<file path="src/rtl/core/sudi_pkg.sv">
// ---------------------------------------------------------------------------
// sudi_pkg
// shared constants and types for the set union / difference / intersection
// engine
// ---------------------------------------------------------------------------
`timescale 1ns / 1ps
`default_nettype none

package sudi_pkg;

   // entries per set store
   localparam int DEPTH  = 16;
   localparam int ELEM_W = 32;
   localparam int IDX_W  = (DEPTH > 1) ? $clog2(DEPTH) : 1;
   localparam int CNT_W  = $clog2(DEPTH + 1);

   typedef logic signed [ELEM_W-1:0] elem_type;
   typedef logic [IDX_W-1:0]         idx_type;
   typedef logic [CNT_W-1:0]         cnt_type;
   typedef logic [1:0]               code_type;

   // request modes
   localparam code_type MODE_FIRST  = 2'd0;
   localparam code_type MODE_SECOND = 2'd1;
   localparam code_type MODE_RUN    = 2'd2;

   // operations
   localparam code_type OP_UNION     = 2'd0;
   localparam code_type OP_DIFF      = 2'd1;
   localparam code_type OP_INTERSECT = 2'd2;

   localparam cnt_type DEPTH_CNT = cnt_type'(DEPTH);

endpackage : sudi_pkg

`default_nettype wire

</file>
<file path="src/rtl/core/sudi_store.sv">
// ---------------------------------------------------------------------------
// sudi_store
// one set store: single write port, single registered read port
// ---------------------------------------------------------------------------
`timescale 1ns / 1ps
`default_nettype none

module sudi_store (
   input  wire logic              clock,
   input  wire logic              wr_en,
   input  wire sudi_pkg::idx_type wr_addr,
   input  wire sudi_pkg::elem_type wr_data,
   input  wire sudi_pkg::idx_type rd_addr,
   output sudi_pkg::elem_type     rd_data
);
   import sudi_pkg::*;

   elem_type store_mem [DEPTH];
   elem_type rd_data_ff;

   always_ff @(posedge clock) begin
      if (wr_en) begin
         store_mem[wr_addr] <= wr_data;
      end
      rd_data_ff <= store_mem[rd_addr];
   end

   assign rd_data = rd_data_ff;

endmodule : sudi_store

`default_nettype wire

</file>
<file path="src/rtl/core/set_union_difference_intersection.sv">
// ---------------------------------------------------------------------------
// set_union_difference_intersection
// collects two sets and emits their union, difference or intersection
// ---------------------------------------------------------------------------
// an append transaction leaves busy low
// a run fetches and latches each outer element, then compares it against the
// inner elements one per cycle until a hit (single equality comparator, one
// store read per cycle), and ends in a finish state that emits the last one
// results trail their decision by one element; the last one arrives as busy goes low
// reset clears counts, overflow flag and sequencer; stores are not cleared
// the receiver cannot stall: each result is a one-cycle strobe
`timescale 1ns / 1ps
`default_nettype none

module set_union_difference_intersection (
   input  wire logic               clock,
   input  wire logic               reset,
   input  wire logic               start,
   output logic                    busy,
   input  wire sudi_pkg::code_type req_mode,
   input  wire sudi_pkg::elem_type req_element,
   input  wire sudi_pkg::code_type req_operation,
   output logic                    rsp_valid,
   output sudi_pkg::elem_type      rsp_result_element,
   output logic                    rsp_last,
   output logic                    rsp_empty_res,
   output logic                    rsp_overflow
);
   import sudi_pkg::*;

   typedef enum logic [2:0] {
      S_IDLE,
      S_FETCH,   // read outer element
      S_LATCH,   // capture outer element, start inner read
      S_SCAN,    // compare one inner element per cycle
      S_FINISH   // emit the final transaction
   } state_type;

   state_type state_ff, state_in;
   logic      phase_ff, phase_in;        // 0: first set outer, 1: second set outer
   code_type  op_ff, op_in;
   cnt_type   cnt_a_ff, cnt_a_in;
   cnt_type   cnt_b_ff, cnt_b_in;
   logic      dropped_ff, dropped_in;
   cnt_type   i_ff, i_in;
   idx_type   k_ff, k_in;
   elem_type  outer_ff, outer_in;
   elem_type  pend_ff, pend_in;
   logic      pend_valid_ff, pend_valid_in;

   logic      rsp_valid_ff, rsp_valid_in;
   elem_type  rsp_elem_ff, rsp_elem_in;
   logic      rsp_last_ff, rsp_last_in;
   logic      rsp_empty_ff, rsp_empty_in;
   logic      rsp_ovf_ff, rsp_ovf_in;

   // store ports
   logic      we_a, we_b;
   idx_type   addr_a, addr_b, fetch_addr, scan_addr;
   elem_type  rd_a, rd_b;

   // datapath helpers
   elem_type  outer_rd, inner_rd, dec_value;
   cnt_type   outer_cnt, inner_cnt, i_next, k_plus;
   logic      match, k_last, decide, found, emit;

   // ------------------------------------------------------------------
   // stores
   // ------------------------------------------------------------------
   assign we_a = (state_ff == S_IDLE) && start && (req_mode == MODE_FIRST)
                 && (cnt_a_ff < DEPTH_CNT);
   assign we_b = (state_ff == S_IDLE) && start && (req_mode == MODE_SECOND)
                 && (cnt_b_ff < DEPTH_CNT);

   // outer store reads element i while fetching, inner store walks k
   assign fetch_addr = (state_ff == S_FETCH) ? i_ff[IDX_W-1:0] : '0;
   assign scan_addr  = (state_ff == S_SCAN)  ? idx_type'(k_ff + 1'b1) : '0;
   assign addr_a     = phase_ff ? scan_addr  : fetch_addr;
   assign addr_b     = phase_ff ? fetch_addr : scan_addr;

   sudi_store u_store_a (
      .clock   (clock),
      .wr_en   (we_a),
      .wr_addr (cnt_a_ff[IDX_W-1:0]),
      .wr_data (req_element),
      .rd_addr (addr_a),
      .rd_data (rd_a)
   );

   sudi_store u_store_b (
      .clock   (clock),
      .wr_en   (we_b),
      .wr_addr (cnt_b_ff[IDX_W-1:0]),
      .wr_data (req_element),
      .rd_addr (addr_b),
      .rd_data (rd_b)
   );

   // ------------------------------------------------------------------
   // shared comparator and loop bounds
   // ------------------------------------------------------------------
   assign outer_rd  = phase_ff ? rd_b : rd_a;
   assign inner_rd  = phase_ff ? rd_a : rd_b;
   assign outer_cnt = phase_ff ? cnt_b_ff : cnt_a_ff;
   // first pass of a union emits everything, so nothing to search
   assign inner_cnt = ((op_ff == OP_UNION) && !phase_ff) ? '0
                    : (phase_ff ? cnt_a_ff : cnt_b_ff);
   assign i_next    = i_ff + cnt_type'(1);
   assign k_plus    = cnt_type'(k_ff) + cnt_type'(1);
   assign match     = (inner_rd == outer_ff);
   assign k_last    = (k_plus == inner_cnt);
   assign emit      = (op_ff == OP_INTERSECT) ? found : !found;

   // ------------------------------------------------------------------
   // sequencer next state
   // ------------------------------------------------------------------
   always_comb begin
      state_in      = state_ff;
      phase_in      = phase_ff;
      op_in         = op_ff;
      cnt_a_in      = cnt_a_ff;
      cnt_b_in      = cnt_b_ff;
      dropped_in    = dropped_ff;
      i_in          = i_ff;
      k_in          = k_ff;
      outer_in      = outer_ff;
      pend_in       = pend_ff;
      pend_valid_in = pend_valid_ff;
      rsp_valid_in  = 1'b0;
      rsp_elem_in   = rsp_elem_ff;
      rsp_last_in   = rsp_last_ff;
      rsp_empty_in  = rsp_empty_ff;
      rsp_ovf_in    = rsp_ovf_ff;
      decide        = 1'b0;
      found         = 1'b0;
      dec_value     = outer_ff;

      unique case (state_ff)
         S_IDLE: begin
            if (start) begin
               case (req_mode)
                  MODE_FIRST: begin
                     if (cnt_a_ff < DEPTH_CNT) begin
                        cnt_a_in = cnt_a_ff + cnt_type'(1);
                     end else begin
                        dropped_in = 1'b1;
                     end
                  end
                  MODE_SECOND: begin
                     if (cnt_b_ff < DEPTH_CNT) begin
                        cnt_b_in = cnt_b_ff + cnt_type'(1);
                     end else begin
                        dropped_in = 1'b1;
                     end
                  end
                  MODE_RUN: begin
                     op_in    = req_operation;
                     phase_in = 1'b0;
                     i_in     = '0;
                     if ((req_operation == OP_UNION) || (req_operation == OP_DIFF)
                         || (req_operation == OP_INTERSECT)) begin
                        if (cnt_a_ff != '0) begin
                           state_in = S_FETCH;
                        end else if ((req_operation == OP_UNION)
                                     && (cnt_b_ff != '0)) begin
                           phase_in = 1'b1;
                           state_in = S_FETCH;
                        end else begin
                           state_in = S_FINISH;
                        end
                     end else begin
                        // unknown operation: empty result
                        state_in = S_FINISH;
                     end
                  end
                  default: ;
               endcase
            end
         end

         S_FETCH: begin
            state_in = S_LATCH;
         end

         S_LATCH: begin
            outer_in = outer_rd;
            k_in     = '0;
            if (inner_cnt == '0) begin
               decide    = 1'b1;
               dec_value = outer_rd;
            end else begin
               state_in = S_SCAN;
            end
         end

         S_SCAN: begin
            // stop at the first hit: at most one emit per outer entry
            if (match || k_last) begin
               decide = 1'b1;
               found  = match;
            end else begin
               k_in = k_ff + 1'b1;
            end
         end

         S_FINISH: begin
            rsp_valid_in  = 1'b1;
            rsp_last_in   = 1'b1;
            rsp_ovf_in    = dropped_ff;
            if (pend_valid_ff) begin
               rsp_elem_in  = pend_ff;
               rsp_empty_in = 1'b0;
            end else begin
               rsp_elem_in  = '0;
               rsp_empty_in = 1'b1;
            end
            pend_valid_in = 1'b0;
            cnt_a_in      = '0;
            cnt_b_in      = '0;
            state_in      = S_IDLE;
         end

         default: state_in = S_IDLE;
      endcase

      if (decide) begin
         // hold the newest hit back so the final one can carry last
         if (emit) begin
            if (pend_valid_ff) begin
               rsp_valid_in = 1'b1;
               rsp_elem_in  = pend_ff;
               rsp_last_in  = 1'b0;
               rsp_empty_in = 1'b0;
               rsp_ovf_in   = dropped_ff;
            end
            pend_in       = dec_value;
            pend_valid_in = 1'b1;
         end
         // advance the outer loop
         if (i_next < outer_cnt) begin
            i_in     = i_next;
            state_in = S_FETCH;
         end else if ((op_ff == OP_UNION) && !phase_ff && (cnt_b_ff != '0)) begin
            phase_in = 1'b1;
            i_in     = '0;
            state_in = S_FETCH;
         end else begin
            state_in = S_FINISH;
         end
      end
   end

   // ------------------------------------------------------------------
   // state and registered outputs
   // ------------------------------------------------------------------
   always_ff @(posedge clock) begin
      if (reset) begin
         state_ff      <= S_IDLE;
         phase_ff      <= 1'b0;
         op_ff         <= OP_UNION;
         cnt_a_ff      <= '0;
         cnt_b_ff      <= '0;
         dropped_ff    <= 1'b0;
         i_ff          <= '0;
         k_ff          <= '0;
         pend_valid_ff <= 1'b0;
         rsp_valid_ff  <= 1'b0;
      end else begin
         state_ff      <= state_in;
         phase_ff      <= phase_in;
         op_ff         <= op_in;
         cnt_a_ff      <= cnt_a_in;
         cnt_b_ff      <= cnt_b_in;
         dropped_ff    <= dropped_in;
         i_ff          <= i_in;
         k_ff          <= k_in;
         pend_valid_ff <= pend_valid_in;
         rsp_valid_ff  <= rsp_valid_in;
      end
      outer_ff     <= outer_in;
      pend_ff      <= pend_in;
      rsp_elem_ff  <= rsp_elem_in;
      rsp_last_ff  <= rsp_last_in;
      rsp_empty_ff <= rsp_empty_in;
      rsp_ovf_ff   <= rsp_ovf_in;
   end

   assign busy               = (state_ff != S_IDLE);
   assign rsp_valid          = rsp_valid_ff;
   assign rsp_result_element = rsp_elem_ff;
   assign rsp_last           = rsp_last_ff;
   assign rsp_empty_res      = rsp_empty_ff;
   assign rsp_overflow       = rsp_ovf_ff;

   // ------------------------------------------------------------------
   // assertions
   // ------------------------------------------------------------------
   a_finish_gives_last: assert property (@(posedge clock) disable iff (reset)
      (state_ff == S_FINISH) |=> (rsp_valid && rsp_last))
      else $error("finish cycle did not produce a last transaction");

   a_last_only_from_finish: assert property (@(posedge clock) disable iff (reset)
      (rsp_valid && rsp_last) |-> $past(state_ff == S_FINISH))
      else $error("last transaction outside finish");

   a_empty_is_last: assert property (@(posedge clock) disable iff (reset)
      (rsp_valid && rsp_empty_res) |-> rsp_last)
      else $error("empty transaction without last");

   a_count_bound: assert property (@(posedge clock) disable iff (reset)
      (cnt_a_ff <= DEPTH_CNT) && (cnt_b_ff <= DEPTH_CNT))
      else $error("set count beyond store depth");

   a_scan_in_range: assert property (@(posedge clock) disable iff (reset)
      (state_ff == S_SCAN) |-> (k_plus <= inner_cnt))
      else $error("inner scan index past set count");

endmodule : set_union_difference_intersection

`default_nettype wire

</file>
<file path="config.mk">
export PLATFORM = sky130hd
export DESIGN_NAME = set_union_difference_intersection
export DESIGN_NICKNAME = d
export VERILOG_FILES = /design/src/rtl/core/sudi_pkg.sv /design/src/rtl/core/sudi_store.sv /design/src/rtl/core/set_union_difference_intersection.sv
export SDC_FILE = /design/constraint.sdc
export NUM_CORES = 2
export LEC_CHECK = 0
export BUFFER_PORTS_ARGS = -buffer_cell sky130_fd_sc_hd__clkbuf_2
export CORE_UTILIZATION = 50
export CTS_CLUSTER_SIZE = 25
export DETAILED_ROUTE_END_ITERATION = 10
export GPL_TIMING_DRIVEN = 0
export PLACE_DENSITY = 0.78
export REMOVE_ABC_BUFFERS = 1
export SKIP_CTS_REPAIR_TIMING = 1
export SYNTH_ARGS = -nofsm -noshare
export SYNTH_HDL_FRONTEND = slang
export SYNTH_SLANG_ARGS = --single-unit
export TNS_END_PERCENT = 50
</file>
<file path="constraint.sdc">
create_clock -name clock -period 4.45 [get_ports clock]
set_input_delay 0.6675 -clock clock [delete_from_list [all_inputs] [get_ports clock]]
set_output_delay 0.6675 -clock clock [all_outputs]
set_load 0.005 [all_outputs]
</file>
==> results.md <==
* Critical path class: reg -> reg
* DP Wirelength at 70.2 mm
* Worst VDD drop at 0.000408 V
* Sequential area share after synthesis at 73.0%
* Die width at 313 um
* Synth unique cells at 60
* Most numerous cell in the Yosys netlist: edfxtp_1
* Pwr dens at 416 nW/um^2
* Remaining antenna violation count at 0
* Die area at 97,700 sq um
* Critical path arrival at 4.87 ns
* Post-layout net count at 3,498
* Share of cells above drive strength 1 at 13.8%
* Utilization after layout at 58.0%
* Port bufs at 75
* Final Hold Fails at 0
* TNS Setup at 0 ns
* Fin crit share at 95.5%
* Area grow syn2layout at 14.6%
* DRC Markers at 0
* Mapped Area at 48,200 sq um
* Type of origin of the critical path: flop
* Max-slew headroom at 10.2%
* GRT overflow at 0
* Vias in the first global route at 28,461
* FMAX at 0.235 GHz
* CTS buffer count at 111
* Root Buffer: clkbuf_16
* Number of clock sinks at 1,215
* Routed WL per cell at 24.6 um
* CP Capture Type: flop
* Most used DFF post-synth: edfxtp_1
* Post-synth EDFFs at 1,088
* Status: completed
* I/O Pins at 76
* Overall die height at 313 um
* CTS tree: done
* Worst Max-Slew Pin Slew at 1.34 ns
* Ranking of synthesized cells by area: edfxtp_1, dfxtp_1, a211oi_1
* Via Count at 29,974
* Post-synth top cells: edfxtp_1, nand2_1, a211oi_1
* Cell taking the most area after synthesis: edfxtp_1
* CP required at 5.07 ns
* Tmin final at 4.25 ns
* Total Routing Usage GR at 23.8%
* Row count at 113
* Routed WL at 118 mm
* Slew Viols, Final at 0
* Synthesized netlist cell count at 3,395
* DR pass1 iterations at 5
* Global-route wire length before repair at 174 mm
* Syn avg cell area at 14.2 sq um
* Final Skew at 0.0384 ns
* Clock slew at reported path FFs at 0.07 ns
* CTS H-Tree Depth at 3
* Clk_lat worst skew at 0.71 ns
* 1st-iter DRT viols at 4,012
* Initial Util at 50.6%
* RD Place Congestion at 0.840
* Crit path max fanout at 50
* Clock Path Buffers at 3
* Max-Cap Viols at 0
* Largest net degree at the start of global routing at 95
* Fraction of registers with async set/reset at 0%
* Min Hold Slack at 0.290 ns
* Leak Pwr at 17.6 nW
* Vias per cell at 6.23
* Antenna violations before repair at 3
* Seq cells post-synth at 1,215
* Min-delay worst type: in -> reg
* Yosys Warn Count at 0
* Synth top area share at 67.8%
* Final Setup Violations at 0
* Core ar. at 95,300 sq um
* RSZ-0062 raised after global routing: no
## metrics by stage
stage	area [sq um]	setup slack, ns	power [mW]	instances
6_report	55200	0.200	23.0	4810
3_3_place_gp	49100	-14.25	13.2	4488
5_1_grt	55200	0.0699	23.5	4808
2_1_floorplan	47200	-7.66	13.0	3148
3_5_place_dp	51300	0.248	13.3	4597
4_1_cts	55200	0.240	23.0	4808
## worst max-delay path, stage by stage (launching register included)
cell and delay (ns):
dfxtp_4 0.73, buf_16 0.36, mux2i_1 0.27, xnor2_1 0.19, nor4_1 0.74, nand4_1 0.34, nor2_4 0.44, a22o_1 0.29
o31a_4 0.53, a32o_1 0.24
## path summary, 6_finish.rpt
check / depth (start not counted) / start / slack (ns) / end
setup / recovery: 9 / phase_ff / 0.20 / rsp_result_element[2]
hold / removal: 3 / req_operation[0] / 0.29 / op_ff[0]
hold reg to reg: 1 / pend_ff[14] / 0.46 / rsp_result_element[14]
setup reg to reg: 9 / phase_ff / 0.20 / rsp_result_element[2]
## state kept, by name (all words and copies together), names as in the netlist, 2 cells and up
| register | count |
|---|---|
| cnt_a_ff | 5 |
| cnt_b_ff | 5 |
| i_ff | 5 |
| k_ff | 4 |
| op_ff | 2 |
| outer_ff | 32 |
| pend_ff | 32 |
| rsp_result_element | 32 |
| state_ff | 3 |
| u_store_a.rd_data | 32 |
| u_store_a.store_mem | 512 |
| u_store_b.rd_data | 32 |
| u_store_b.store_mem | 512 |
## final cells by class
| cell class | instances | area (sq um) |
|---|---|---|
| antenna | 2 | 5.00 |
| clock buffer | 147 | 3150 |
| clock inverter | 64 | 723 |
| fill | 6870 | 40100 |
| inverter | 9 | 33.8 |
| multi-input combinational | 1924 | 12200 |
| sequential | 1215 | 35200 |
| tap | 1265 | 1580 |
| timing repair buffer | 184 | 2270 |
## per-layer routing
layer	part of all wire, %	track usage (%)	up-vias
met5	0.011	0	-
met4	4.5	10.3	2
met3	11	4.61	329
met2	45	36.6	1730
met1	40	33.3	14805
li1	-	-	13108
## cell usage in the layout (no fill, tap or decap), types with 16 or more instances in the layout
cell / count
and2_1: 113
xnor2_1: 39
nand2_1: 550
a21oi_1: 139
a32o_1: 32
buf_16: 16
a211oi_1: 321
and2_0: 18
clkbuf_16: 116
clkbuf_1: 18
dfxtp_1: 126
edfxtp_1: 1088
nor2_4: 28
clkinv_2: 25
clkbuf_2: 75
nor2_1: 40
buf_12: 49
a31oi_1: 132
mux2i_1: 42
mux2_2: 68
a311oi_1: 128
buf_6: 31
nor2b_1: 134
## cells by family (layout without fill, tap and decap cells)
logic type      count (synthesis)  in the layout  synth area share (%)
xor+xnor                       45             45                 0.818
mux                           110            110                  2.46
compound gates                796            796                  11.9
fa+ha+maj                      14             14                 0.363
other cells                     0              2                     0
simple gates                  959            959                  9.23
flops                        1215           1215                  73.0
buf+inv                       256            404                  2.20
## where the power goes
group / leakage [nW] / internal, mW / total, mW / switching [mW]
Clock: 1.89 / 5.75 / 9.91 / 4.16
Combinational: 4.90 / 0.160 / 0.499 / 0.339
Sequential: 10.8 / 12.5 / 12.6 / 0.0504
Note: power is estimated with default switching activity, not from simulation.
